`config.mk`:
```
export PLATFORM = sky130hd
export DESIGN_NAME = stack_map_table_parser_flat
export DESIGN_NICKNAME = d
export VERILOG_FILES = /design/src/rtl/core/smtp_pkg.sv /design/src/rtl/core/smtp_byte_if.sv /design/src/rtl/core/smtp_token_if.sv /design/src/rtl/core/smtp_decode.sv /design/src/rtl/core/smtp_out_reg.sv /design/src/rtl/core/stack_map_table_parser.sv /design/src/flat_wrapper.sv
export SDC_FILE = /design/constraint.sdc
export NUM_CORES = 1
export LEC_CHECK = 0
export BUFFER_PORTS_ARGS = -buffer_cell sky130_fd_sc_hd__buf_4
export CAP_MARGIN = 20
export CORE_MARGIN = 1
export CORE_UTILIZATION = 65
export DETAILED_ROUTE_END_ITERATION = 6
export PLACE_DENSITY = 0.83
export SLEW_MARGIN = 20
export SYNTH_ARGS = -nofsm -noshare
export SYNTH_HDL_FRONTEND = slang
export SYNTH_SLANG_ARGS = --single-unit
```
`constraint.sdc`:
```
create_clock -name clk -period 5.6 [get_ports clk]
set_clock_uncertainty 0.15 [all_clocks]
set_input_delay 0 -clock clk [delete_from_list [all_inputs] [get_ports clk]]
set_output_delay 0 -clock clk [all_outputs]
set_load 0.05 [all_outputs]
```
`src/rtl/core/smtp_pkg.sv`:
```
package smtp_pkg;

	localparam logic [7:0] SAME_MAX      = 8'd63;
	localparam logic [7:0] ONE_STACK_MAX = 8'd127;
	localparam logic [7:0] ONE_STACK_EXT = 8'd247;
	localparam logic [7:0] CHOP_MIN      = 8'd248;
	localparam logic [7:0] SAME_EXT      = 8'd251;
	localparam logic [7:0] APPEND_MIN    = 8'd252;
	localparam logic [7:0] APPEND_MAX    = 8'd254;
	localparam logic [7:0] FRAME_FULL    = 8'd255;
	localparam logic [7:0] TAG_OBJECT    = 8'd7;
	localparam logic [7:0] TAG_UNINIT    = 8'd8;

	typedef enum logic [13:0] {
		PH_IDLE       = 14'b00000000000001,
		PH_COUNT_LO   = 14'b00000000000010,
		PH_FRAME_TYPE = 14'b00000000000100,
		PH_DELTA_HI   = 14'b00000000001000,
		PH_DELTA_LO   = 14'b00000000010000,
		PH_TAG        = 14'b00000000100000,
		PH_OBJ_HI     = 14'b00000001000000,
		PH_OBJ_LO     = 14'b00000010000000,
		PH_UNI_HI     = 14'b00000100000000,
		PH_UNI_LO     = 14'b00001000000000,
		PH_NLOC_HI    = 14'b00010000000000,
		PH_NLOC_LO    = 14'b00100000000000,
		PH_NSTK_HI    = 14'b01000000000000,
		PH_NSTK_LO    = 14'b10000000000000
	} phase_t;

	typedef enum logic [3:0] {
		KIND_COUNT      = 4'd0,
		KIND_FRAME_TYPE = 4'd1,
		KIND_DELTA      = 4'd2,
		KIND_NLOCALS    = 4'd3,
		KIND_NSTACK     = 4'd4,
		KIND_TAG        = 4'd5,
		KIND_POOL_INDEX = 4'd6,
		KIND_NEW_OFFSET = 4'd7,
		KIND_BAD_FRAME  = 4'd8,
		KIND_BAD_TAG    = 4'd9
	} kind_t;

	typedef struct packed {
		phase_t      phase;
		logic [7:0]  high_byte;
		logic [15:0] frames_left;
		logic [15:0] types_left;
		logic [7:0]  frame_code;
		logic        stack_flag;
	} state_t;

	typedef struct packed {
		kind_t       kind;
		logic [15:0] value;
		logic        in_stack_list;
		logic        frame_end;
		logic        table_end;
	} token_t;

endpackage

```
`src/rtl/core/smtp_byte_if.sv`:
```
interface smtp_byte_if;
	logic       valid;
	logic       ready;
	logic [7:0] data_byte;
	logic       table_start;

	modport source (output valid, output data_byte, output table_start, input ready);
	modport sink (input valid, input data_byte, input table_start, output ready);
endinterface

```
`src/rtl/core/smtp_token_if.sv`:
```
interface smtp_token_if;
	logic        valid;
	logic        ready;
	logic [3:0]  token_kind;
	logic [15:0] token_value;
	logic        in_stack_list;
	logic        frame_end;
	logic        table_end;

	modport source (
		output valid, output token_kind, output token_value,
		output in_stack_list, output frame_end, output table_end,
		input ready
	);
	modport sink (
		input valid, input token_kind, input token_value,
		input in_stack_list, input frame_end, input table_end,
		output ready
	);
endinterface

```
`src/rtl/core/smtp_decode.sv`:
```
module smtp_decode (
	input  smtp_pkg::state_t cur,
	input  logic [7:0]       data_byte,
	input  logic             table_start,
	output smtp_pkg::state_t nxt,
	output smtp_pkg::token_t tok,
	output logic             tok_valid
);
	import smtp_pkg::*;

	logic [15:0] v;
	logic [15:0] frames_dec;
	logic [15:0] types_dec;
	logic        end_type;
	logic        end_frame;

	assign v          = {cur.high_byte, data_byte};
	assign frames_dec = cur.frames_left - 16'd1;
	assign types_dec  = cur.types_left - 16'd1;

	always_comb begin
		nxt       = cur;
		tok       = '{kind: KIND_COUNT, value: 16'd0, in_stack_list: 1'b0,
			frame_end: 1'b0, table_end: 1'b0};
		tok_valid = 1'b0;
		end_type  = 1'b0;
		end_frame = 1'b0;

		if (table_start) begin
			// restart: drop whatever was in flight
			nxt.phase       = PH_COUNT_LO;
			nxt.high_byte   = data_byte;
			nxt.frames_left = 16'd0;
			nxt.types_left  = 16'd0;
			nxt.frame_code  = 8'd0;
			nxt.stack_flag  = 1'b0;
		end else begin
			unique case (cur.phase)
				PH_COUNT_LO: begin
					nxt.frames_left = v;
					tok_valid       = 1'b1;
					tok.kind        = KIND_COUNT;
					tok.value       = v;
					if (v == 16'd0) begin
						nxt.phase     = PH_IDLE;
						tok.table_end = 1'b1;
					end else begin
						nxt.phase = PH_FRAME_TYPE;
					end
				end
				PH_FRAME_TYPE: begin
					nxt.frame_code = data_byte;
					tok_valid      = 1'b1;
					tok.kind       = KIND_FRAME_TYPE;
					tok.value      = {8'd0, data_byte};
					if (data_byte <= SAME_MAX) begin
						end_frame = 1'b1;
					end else if (data_byte <= ONE_STACK_MAX) begin
						nxt.types_left = 16'd1;
						nxt.stack_flag = 1'b1;
						nxt.phase      = PH_TAG;
					end else if (data_byte < ONE_STACK_EXT) begin
						nxt.phase     = PH_IDLE;
						tok.kind      = KIND_BAD_FRAME;
						tok.table_end = 1'b1;
					end else begin
						nxt.phase = PH_DELTA_HI;
					end
				end
				PH_DELTA_HI, PH_OBJ_HI, PH_UNI_HI, PH_NLOC_HI, PH_NSTK_HI: begin
					nxt.high_byte = data_byte;
					nxt.phase     = phase_t'({cur.phase[12:0], 1'b0});
				end
				PH_DELTA_LO: begin
					tok_valid = 1'b1;
					tok.kind  = KIND_DELTA;
					tok.value = v;
					if (cur.frame_code == ONE_STACK_EXT) begin
						nxt.types_left = 16'd1;
						nxt.stack_flag = 1'b1;
						nxt.phase      = PH_TAG;
					end else if (cur.frame_code >= CHOP_MIN && cur.frame_code <= SAME_EXT) begin
						end_frame = 1'b1;
					end else if (cur.frame_code >= APPEND_MIN
						&& cur.frame_code <= APPEND_MAX) begin
						nxt.types_left = {8'd0, cur.frame_code - SAME_EXT};
						nxt.stack_flag = 1'b0;
						nxt.phase      = PH_TAG;
					end else begin
						nxt.phase = PH_NLOC_HI;
					end
				end
				PH_NLOC_LO: begin
					nxt.stack_flag = 1'b0;
					tok_valid      = 1'b1;
					tok.kind       = KIND_NLOCALS;
					tok.value      = v;
					if (v == 16'd0) begin
						nxt.phase = PH_NSTK_HI;
					end else begin
						nxt.types_left = v;
						nxt.phase      = PH_TAG;
					end
				end
				PH_NSTK_LO: begin
					nxt.stack_flag = 1'b1;
					tok_valid      = 1'b1;
					tok.kind       = KIND_NSTACK;
					tok.value      = v;
					if (v == 16'd0) begin
						end_frame = 1'b1;
					end else begin
						nxt.types_left = v;
						nxt.phase      = PH_TAG;
					end
				end
				PH_TAG: begin
					tok_valid         = 1'b1;
					tok.kind          = KIND_TAG;
					tok.value         = {8'd0, data_byte};
					tok.in_stack_list = cur.stack_flag;
					if (data_byte > TAG_UNINIT) begin
						nxt.phase     = PH_IDLE;
						tok.kind      = KIND_BAD_TAG;
						tok.table_end = 1'b1;
					end else if (data_byte == TAG_OBJECT) begin
						nxt.phase = PH_OBJ_HI;
					end else if (data_byte == TAG_UNINIT) begin
						nxt.phase = PH_UNI_HI;
					end else begin
						end_type = 1'b1;
					end
				end
				PH_OBJ_LO: begin
					tok_valid         = 1'b1;
					tok.kind          = KIND_POOL_INDEX;
					tok.value         = v;
					tok.in_stack_list = cur.stack_flag;
					end_type          = 1'b1;
				end
				PH_UNI_LO: begin
					tok_valid         = 1'b1;
					tok.kind          = KIND_NEW_OFFSET;
					tok.value         = v;
					tok.in_stack_list = cur.stack_flag;
					end_type          = 1'b1;
				end
				default: begin
					nxt.phase = PH_IDLE;
				end
			endcase

			// end of one verification type
			if (end_type) begin
				nxt.types_left = types_dec;
				if (types_dec != 16'd0) begin
					nxt.phase = PH_TAG;
				end else if (cur.frame_code == FRAME_FULL && !cur.stack_flag) begin
					nxt.phase = PH_NSTK_HI;
				end else begin
					end_frame = 1'b1;
				end
			end

			if (end_frame) begin
				nxt.frames_left = frames_dec;
				tok.frame_end   = 1'b1;
				if (frames_dec == 16'd0) begin
					nxt.phase     = PH_IDLE;
					tok.table_end = 1'b1;
				end else begin
					nxt.phase = PH_FRAME_TYPE;
				end
			end
		end
	end
endmodule

```
`src/rtl/core/smtp_out_reg.sv`:
```
module smtp_out_reg (
	input  logic             clk,
	input  logic             arst_n,
	input  logic             load,
	input  logic             tok_valid,
	input  smtp_pkg::token_t tok,
	output logic             space,
	smtp_token_if.source     tokens
);
	import smtp_pkg::*;

	logic   valid_q;
	token_t token_q;

	assign space = !valid_q || tokens.ready;

	always_ff @(posedge clk or negedge arst_n) begin
		if (!arst_n) begin
			valid_q <= 1'b0;
		end else if (space) begin
			valid_q <= load && tok_valid;
		end
	end

	always_ff @(posedge clk) begin
		if (space && load && tok_valid) begin
			token_q <= tok;
		end
	end

	assign tokens.valid         = valid_q;
	assign tokens.token_kind    = token_q.kind;
	assign tokens.token_value   = token_q.value;
	assign tokens.in_stack_list = token_q.in_stack_list;
	assign tokens.frame_end     = token_q.frame_end;
	assign tokens.table_end     = token_q.table_end;
endmodule

```
`src/rtl/core/stack_map_table_parser.sv`:
```
// stack map table parser: one byte request in, at most one token out
// a byte goes from the byte register through the decode into the token register, which offers its token
// throughput: one byte per cycle, set by the combinational decode between the
// byte register and the token register; a stalled token holds the decode back
// reset: asynchronous, clears the byte and token valids and puts the parser idle
module stack_map_table_parser (
	input  logic       clk,
	input  logic       arst_n,
	smtp_byte_if.sink  bytes,
	smtp_token_if.source tokens
);
	import smtp_pkg::*;

	logic       valid_s1;
	logic [7:0] data_byte_s1;
	logic       table_start_s1;
	state_t     state_q;
	state_t     state_nxt;
	token_t     tok;
	logic       tok_valid;
	logic       space;
	logic       consume;

	assign consume     = valid_s1 && space;
	assign bytes.ready = !valid_s1 || space;

	always_ff @(posedge clk or negedge arst_n) begin
		if (!arst_n) begin
			valid_s1 <= 1'b0;
		end else if (bytes.ready) begin
			valid_s1 <= bytes.valid;
		end
	end

	always_ff @(posedge clk) begin
		if (bytes.ready && bytes.valid) begin
			data_byte_s1   <= bytes.data_byte;
			table_start_s1 <= bytes.table_start;
		end
	end

	always_ff @(posedge clk or negedge arst_n) begin
		if (!arst_n) begin
			state_q <= '{phase: PH_IDLE, high_byte: 8'd0, frames_left: 16'd0,
				types_left: 16'd0, frame_code: 8'd0, stack_flag: 1'b0};
		end else if (consume) begin
			state_q <= state_nxt;
		end
	end

	smtp_decode u_decode (
		.cur         (state_q),
		.data_byte   (data_byte_s1),
		.table_start (table_start_s1),
		.nxt         (state_nxt),
		.tok         (tok),
		.tok_valid   (tok_valid)
	);

	smtp_out_reg u_out_reg (
		.clk       (clk),
		.arst_n    (arst_n),
		.load      (consume),
		.tok_valid (tok_valid),
		.tok       (tok),
		.space     (space),
		.tokens    (tokens)
	);
endmodule

```
`src/flat_wrapper.sv`:
```
// flat-port wrapper written by rule: the top's interface ports become plain ports
module stack_map_table_parser_flat import smtp_pkg::*;
  (clk, arst_n, bytes_valid, bytes_data_byte, bytes_table_start, bytes_ready, tokens_valid, tokens_token_kind, tokens_token_value, tokens_in_stack_list, tokens_frame_end, tokens_table_end, tokens_ready);
  smtp_byte_if bytes_i ();
  smtp_token_if tokens_i ();
  input  logic clk;
  input  logic arst_n;
  input wire logic [$bits(bytes_i.valid)-1:0] bytes_valid;
  input wire logic [$bits(bytes_i.data_byte)-1:0] bytes_data_byte;
  input wire logic [$bits(bytes_i.table_start)-1:0] bytes_table_start;
  output wire logic [$bits(bytes_i.ready)-1:0] bytes_ready;
  output wire logic [$bits(tokens_i.valid)-1:0] tokens_valid;
  output wire logic [$bits(tokens_i.token_kind)-1:0] tokens_token_kind;
  output wire logic [$bits(tokens_i.token_value)-1:0] tokens_token_value;
  output wire logic [$bits(tokens_i.in_stack_list)-1:0] tokens_in_stack_list;
  output wire logic [$bits(tokens_i.frame_end)-1:0] tokens_frame_end;
  output wire logic [$bits(tokens_i.table_end)-1:0] tokens_table_end;
  input wire logic [$bits(tokens_i.ready)-1:0] tokens_ready;
  assign bytes_i.valid = bytes_valid;
  assign bytes_i.data_byte = bytes_data_byte;
  assign bytes_i.table_start = bytes_table_start;
  assign bytes_ready = bytes_i.ready;
  assign tokens_valid = tokens_i.valid;
  assign tokens_token_kind = tokens_i.token_kind;
  assign tokens_token_value = tokens_i.token_value;
  assign tokens_in_stack_list = tokens_i.in_stack_list;
  assign tokens_frame_end = tokens_i.frame_end;
  assign tokens_table_end = tokens_i.table_end;
  assign tokens_i.ready = tokens_ready;
  stack_map_table_parser u_core (.clk(clk), .arst_n(arst_n), .bytes(bytes_i), .tokens(tokens_i));
endmodule
```
==> flow_summary.yaml, run 1 <==
synthesis:
  synthDominantCellAreaShare: 0.278
  yosysWarnings: 0
  synth.avg_cell_area_sq_um: 9.15
  synth_common_cells: "64 x dfrtp_1, 58 x nand2_1, 58 x nor2_1, 56 x o21ai_0"
  synth-seq-cells: 97
  synthArstFlopShare: 0.670
  synth_edf_count: 32
  synth_cells: 631
  synth_area_leaders: "dfrtp_1 28%, edfxtp_1 17%, o21ai_0 4.9%, nand2_1 3.8%, nor2_1 3.8%"
  yosysTopAreaCell: "dfrtp_1"
  ys.flop_type: "dfrtp_1"
  synth_most_common_cell: "dfrtp_1"
  seq_area_frac_synth: 0.449
  syn-num-nets: 650
  synth.distinct_cells: 72
  syn_area_sq_mm: 0.00577
timing:
  worstMarginPinSlew_ps: 1050
  fin_crit_ps: 3980
  setup_slack_ps: 1620
  drv_slew: 0
  hold_slack_ps: 109
  finalCritPeriodShare: 0.711
  finalSetupTns_ps: 0
  slew_headroom: 0.293
  max_freq_mhz: 251
  hold_violations: 0
  setup_violations: 0
  rsz0062_at_grt: "no"
clock_network:
  clock_latency_ps: 380
  cts_sinks: 97
  root_buffer: "clkbuf_8"
  cts_buffer_depth: 2
  htree_num_levels: 3
  cts_tree: "yes"
  cts_resized: 0
  cts_made_buffers: 9
  clkTransAtPathRegs_ps: 110
global_route:
  grt_pass1_wl_mm: 27.1
  grt.total_usage: 0.394
  grt_max_degree: 66
  grt_pass1_vias: 4973
  antenna_found_initial: 0
  grt_overflow_total: 0
floorplanning:
  ioPinCount: 38
  core_sq_mm: 0.00868
  rows: 34
  initial_core_util: 0.665
  die_area_sq_mm: 0.00926
  dieWidth_um: 96.2
  die_y_um: 96.2
power:
  power_switching_mw: 1.11
  power_density_mw_per_mm2: 390
  combPwrFrac: 0.403
  swShare: 0.444
  finalPower_mw: 2.50
  pwr-share-seq: 0.412
  clockPowerShare: 0.185
  leakagePower_nw: 2.52
  internal-power_mw: 1.39
  max-vdd-ir-drop_v: 0.000222
detailed_routing:
  vias_per_cell: 7.16
  wirelength_mm: 17.3
  drt_iter0_drc: 614
  drt_first_pass_iters: 7
  routed-via-count: 5525
  drc: 0
  post_drt_wl_per_cell_um: 22.4
  antenna_left: 0
worst_setup_path:
  cp_max_fo: 19
  worstPathRequired_ps: 5710
  criticalPathCategory: "reg -> reg"
  cp.arrival_ps: 4100
  end_kind: "flop"
  start_kind: "flop"
place:
  place_congestion: 1.02
  place_area_sq_mm: 0.00607
  dp_slack_ps: 1810
  dp.cells: 743
  dp_hpwl_mm: 11.8
  port_buffers: 37
finish:
  nets: 678
  fin_area_sq_mm: 0.00640
  multiInputGateArea_sq_mm: 0.00295
  area_delta_synth_final_pct: 11.0
  drive_gt1_frac: 0.125
  seqCellArea_sq_mm: 0.00259
  final_core_util: 0.738
  diodes: 0
  final_cells: 772
  num-fill-cells: 642
worst_hold_path:
  holdCritPathClass: "in -> async"
status:
  status: "finished clean"
job:
  max_cap_viol_count: 0
## layer usage
metal,wire length (um),GRT usage,up-vias
li1,-,-,2445
met1,6740,0.547,2591
met2,7860,0.610,402
met3,1930,0.0687,87
met4,760,0.158,0
met5,0,0,-
## flip-flops by register name, summed over array words and instances, names as in the netlist
name and cells:
u_core.data_byte_s1 8, u_core.u_out_reg.tokens.token_kind 4, u_core.u_out_reg.tokens.token_value 16, u_core.u_out_reg.tokens.valid 1, u_core.state_q 63, u_core.u_out_reg.tokens.table_end 1
u_core.table_start_s1 1, u_core.u_out_reg.tokens.in_stack_list 1, u_core.u_out_reg.tokens.frame_end 1, u_core.valid_s1 1
## timing repair
item                      4_1_cts  5_1_grt
hold buffers                   13        0
setup buffers                   0        0
hold endpoints to repair       75        0
## critical path, stage by stage (launching register included)
cell,delay [ps]
dfrtp_1,550
nor4_4,550
nand4_1,400
nor4_1,470
a21o_1,540
and4_1,380
or2_2,400
nor2_1,80
o41ai_1,320
## cells in the final DEF (no fill, tap or decap), drive strengths merged, types with 4 or more instances in the layout
| master | netlist | layout |
|---|---|---|
| nor3 | 19 | 19 |
| a22o | 4 | 4 |
| buf | 8 | 44 |
| or4 | 5 | 5 |
| nor4 | 20 | 20 |
| nand2b | 4 | 4 |
| inv | 20 | 23 |
| o31ai | 11 | 11 |
| a31oi | 9 | 9 |
| mux2 | 4 | 4 |
| and3 | 8 | 8 |
| ha | 6 | 6 |
| nor4b | 9 | 9 |
| o21ai | 60 | 60 |
| a22oi | 12 | 12 |
| nand3 | 18 | 18 |
| a32oi | 6 | 6 |
| and4 | 8 | 8 |
| dfrtp | 64 | 64 |
| edfxtp | 32 | 32 |
| o22ai | 9 | 9 |
| nand4 | 12 | 12 |
| a221oi | 6 | 6 |
| or2 | 4 | 4 |
| nand2 | 59 | 59 |
| nor2b | 4 | 4 |
| and2 | 17 | 17 |
| nor2 | 59 | 59 |
| clkbuf | 32 | 9 |
| nand3b | 5 | 5 |
| xnor2 | 7 | 7 |
| dlygate4sd3 | 0 | 13 |
| or3 | 7 | 7 |
| xor2 | 8 | 8 |
| a21oi | 25 | 25 |
| o41ai | 9 | 9 |
| a21o | 5 | 5 |
## power by group through the flow
stage          logic, mW  clock network [mW]  registers, mW
5_1_grt             1.09               0.483           1.04
2_1_floorplan      0.671                   0           1.04
4_1_cts            0.980               0.462           1.02
3_5_place_dp       0.967                   0           1.03
3_3_place_gp       0.950                   0           1.02
6_report            1.01               0.461           1.03
## logic make-up after synthesis
| logic type | count (synthesis) | synth area share |
|---|---|---|
| AO/OA/AOI/OAI | 185 | 0.212 |
| buffers and inverters | 60 | 0.0416 |
| AND/OR/NAND/NOR | 263 | 0.253 |
| adder cells (fa/ha/maj) | 6 | 0.0130 |
| multiplexers | 5 | 0.00954 |
| flip-flops | 97 | 0.449 |
| XOR/XNOR | 15 | 0.0228 |
## final timing paths
path,from,end,slack [ps],cells after the start
hold / removal,arst_n,u_core.state_q[11],110,2
min in group clk,bytes_data_byte[1],u_core.data_byte_s1[1],190,2
hold reg to reg,u_core.state_q[49],u_core.state_q[49],360,2
setup reg to reg,u_core.state_q[61],u_core.state_q[26],1620,8
setup / recovery,u_core.state_q[61],u_core.state_q[26],1620,8
max in group asynchronous,arst_n,u_core.state_q[51],4620,2
## final cells by class
class / instances / share of cell area
flip-flops and latches: 97 / 0.404
clock inverters: 7 / 0.0113
repair buffers: 57 / 0.0719
clock buffers: 9 / 0.0193
multi-input cells: 474 / 0.460
inverters: 20 / 0.0117
well taps: 108 / 0.0211
Power figures use the tool's default switching activity.
==> run 2: changes to the inputs <==
--- a/config.mk
+++ b/config.mk
@@ -5,12 +5,13 @@
 export SDC_FILE = /design/constraint.sdc
 export NUM_CORES = 1
 export LEC_CHECK = 0
+export ABC_AREA = 1
 export BUFFER_PORTS_ARGS = -buffer_cell sky130_fd_sc_hd__buf_4
 export CAP_MARGIN = 20
 export CORE_MARGIN = 1
-export CORE_UTILIZATION = 65
+export CORE_UTILIZATION = 62
 export DETAILED_ROUTE_END_ITERATION = 6
-export PLACE_DENSITY = 0.83
+export PLACE_DENSITY = 0.79
 export SLEW_MARGIN = 20
 export SYNTH_ARGS = -nofsm -noshare
 export SYNTH_HDL_FRONTEND = slang
==> constraint.sdc (replaced) <==
create_clock -name clk -period 4.1 [get_ports clk]
set_clock_uncertainty 0.15 [all_clocks]
set_input_delay 0 -clock clk [delete_from_list [all_inputs] [get_ports clk]]
set_output_delay 0 -clock clk [all_outputs]
set_load 0.05 [all_outputs]
==> run 2 against run 1 <==
Against the previous run: largest cell class unchanged; area after synthesis is 6.4% higher; non-clock buffer count is 3 lower; sequential power rose by 32%; utilization fell by 1.0 points; worst hold slack improved by 14 ps; critical path type unchanged; clock-buffer cell count up 2; critical path depth rose by 3; setup slack worse by 780 ps; synthesized cell count is 34% higher; die area increased by 11%; sequential share of layout area decreased by 2.6 points; largest power group unchanged; sequential cell count did not move.
==> flow_summary.yaml, run 2 <==
status:
  status: "finished clean"
timing:
  finalCritPeriodShare: 0.795
  hold_violations: 0
  slew_headroom: 0.380
  rsz0062_at_grt: "no"
  setup_slack_ps: 841
  setup_violations: 0
  fin_crit_ps: 3260
  worstMarginPinSlew_ps: 927
  max_freq_mhz: 307
  finalSetupTns_ps: 0
  drv_slew: 0
worst_setup_path:
  r2r_end: "u_core.state_q[11]"
  r2r_start: "u_core.state_q[2]"
  criticalPathCategory: "reg -> reg"
  cp_max_fo: 32
  crit_path_top_delay_cell: "nand2_1"
  cp.arrival_ps: 3380
  reg2reg_depth: 11
  path_cells: "ha_1 > nand2_1 > nor3_1 > inv_1 > nand4_1 > a21oi_1 > nor2_1 > nand2_1 > nand2_1 > o21ai_0 > o21a_1"
  worstPathRequired_ps: 4220
  r2r_slack_ps: 840
  start_kind: "flop"
  cpMostUsedCell: "nand2_1"
  cpPeakStageDelay_ps: 690
  end_kind: "flop"
power:
  pwr-share-seq: 0.406
  power_switching_mw: 1.49
  swShare: 0.444
  max-vdd-ir-drop_v: 0.000348
  finalPower_mw: 3.36
  clockPowerShare: 0.193
  internal-power_mw: 1.87
  leakagePower_nw: 3.25
  power_density_mw_per_mm2: 490
  combPwrFrac: 0.401
synthesis:
  syn-num-nets: 866
  seq_area_frac_synth: 0.422
  ys.flop_type: "dfrtp_1"
  synth_edf_count: 32
  synthDominantCellAreaShare: 0.261
  syn_area_sq_mm: 0.00614
  synth-seq-cells: 97
  synth_cells: 847
  synth_area_leaders: "dfrtp_1 26%, edfxtp_1 16%, nand2_1 15%, nand3_1 6.4%, inv_1 5.6%"
  yosysWarnings: 0
  synth_most_common_cell: "nand2_1"
  synth.avg_cell_area_sq_um: 7.25
  synthArstFlopShare: 0.670
  yosysTopAreaCell: "dfrtp_1"
  synth.distinct_cells: 46
  synth_common_cells: "247 x nand2_1, 92 x inv_1, 85 x nor2_1, 78 x nand3_1, 64 x dfrtp_1"
floorplanning:
  ioPinCount: 38
  die_area_sq_mm: 0.0103
  core_sq_mm: 0.00942
  rows: 35
  die_y_um: 102
  dieWidth_um: 102
  initial_core_util: 0.652
finish:
  layout_commonest_cell: "nand2_1"
  layout_common_cells: "247 x nand2_1, 92 x inv_1, 84 x nor2_1"
  largest_register_ffs: 63
  drive_gt1_frac: 0.121
  fin_area_sq_mm: 0.00685
  diodes: 0
  largest-register: "u_core.state_q"
  num-fill-cells: 720
  nets: 914
  area_delta_synth_final_pct: 11.6
detailed_routing:
  post_drt_wl_per_cell_um: 17.6
  routed-via-count: 6201
  drt_first_pass_iters: 6
  vias_per_cell: 6.03
  wirelength_mm: 18.2
  drc: 0
  antenna_left: 0
  drt_iter0_drc: 670
clock_network:
  root_buffer: "clkbuf_8"
  cts_resized: 0
  cts_tree: "yes"
  clkTransAtPathRegs_ps: 100
  cts_made_buffers: 9
  clock_latency_ps: 380
  htree_num_levels: 3
  cts_sinks: 97
  cts_buffer_depth: 2
global_route:
  grt_overflow_total: 0
  antenna_found_initial: 0
  grt_pass1_wl_mm: 28.5
  grt.total_usage: 0.366
  grt_pass1_vias: 5693
  grt_max_degree: 66
place:
  place_area_sq_mm: 0.00652
  place_congestion: 1.01
  dp_slack_ps: 999
  dp_hpwl_mm: 13.3
  port_buffers: 37
worst_hold_path:
  holdCritPathClass: "in -> async"
job:
  max_cap_viol_count: 0
==> run 2: cell count changes in the layout (fill, tap and decap cells not counted), sizes merged, moves of 8 or more <==
cell,before,now
nor3,19,31
nor2,59,104
and4,8,0
nand2,59,255
and3,8,0
inv,23,106
nand3,18,82
o41ai,9,0
nor4b,9,0
a22oi,12,0
and2,17,2
o31ai,11,0
nor4,20,1
==> run 2: how the worst max path moves through the flow <==
| stage | from | endpoint | depth (start not counted) |
|---|---|---|---|
| 2_1_floorplan | u_core.state_q[51] | u_core.u_out_reg.tokens.frame_end | 12 |
| 5_1_grt | u_core.state_q[50] | u_core.state_q[11] | 13 |
| 3_3_place_gp | u_core.state_q[2] | u_core.state_q[11] | 11 |
| 4_1_cts | u_core.state_q[2] | u_core.state_q[11] | 11 |
| 6_report | u_core.state_q[2] | u_core.state_q[11] | 11 |
| 3_5_place_dp | u_core.state_q[2] | u_core.state_q[11] | 11 |
==> run 2: power groups by stage <==
stage / sequential, mW / combinational (mW) / clock (mW)
detailed placement: 1.37 / 1.29 / 0
global placement: 1.36 / 1.24 / 0
finish: 1.36 / 1.35 / 0.647
global route: 1.38 / 1.49 / 0.678
floorplan: 1.39 / 0.925 / 0
CTS: 1.35 / 1.31 / 0.646
==> run 2: cell families (layout without fill, tap and decap cells) <==
family          Yosys count  in the layout  share of synthesized area
buf+inv                 122            175                     0.0783
xor+xnor                 12             12                     0.0171
compound gates          114            114                      0.104
fa+ha+maj                 6              6                     0.0122
flops                    97             97                      0.422
simple gates            496            496                      0.367
==> run 2: final cells by class <==
| class | count | area (sq um) | area share |
|---|---|---|---|
| Multi-Input combinational cell | 628 | 3070 | 0.448 |
| Tap cell | 129 | 161 | 0.0236 |
| Sequential cell | 97 | 2590 | 0.378 |
| Clock buffer | 11 | 131 | 0.0192 |
| Timing Repair Buffer | 54 | 440 | 0.0643 |
| Clock inverter | 5 | 65.1 | 0.00949 |
| Inverter | 105 | 394 | 0.0575 |
==> run 2: per-layer routing <==
layer,share of wire,up-vias,track usage
met5,0,-,0
met4,0.023,0,0.123
met3,0.091,46,0.0697
met2,0.46,384,0.590
met1,0.42,2898,0.499
li1,-,2873,-
==> run 2: critical path, delay by kind of cell (launching register included) <==
kind	cells	cell delay (ps)
simple gates	6	1760
compound gates	3	450
flops	1	420
fa+ha+maj	1	190
buf+inv	1	190
==> run 2: timing repair <==
item,4_1_cts,5_1_grt
endpoints found under the setup margin,0,0
hold buffers,14,0
setup buffers,0,0
endpoints found under the hold margin,75,0
==> run 2: per-stage QoR <==
stage,hold slack (ps),utilization,cells
3_5_place_dp,6.44,0.692,999
6_report,123,0.728,1029
3_3_place_gp,-11.4,0.692,999
2_1_floorplan,-446,-,847
4_1_cts,142,0.728,1029
5_1_grt,173,0.728,1029
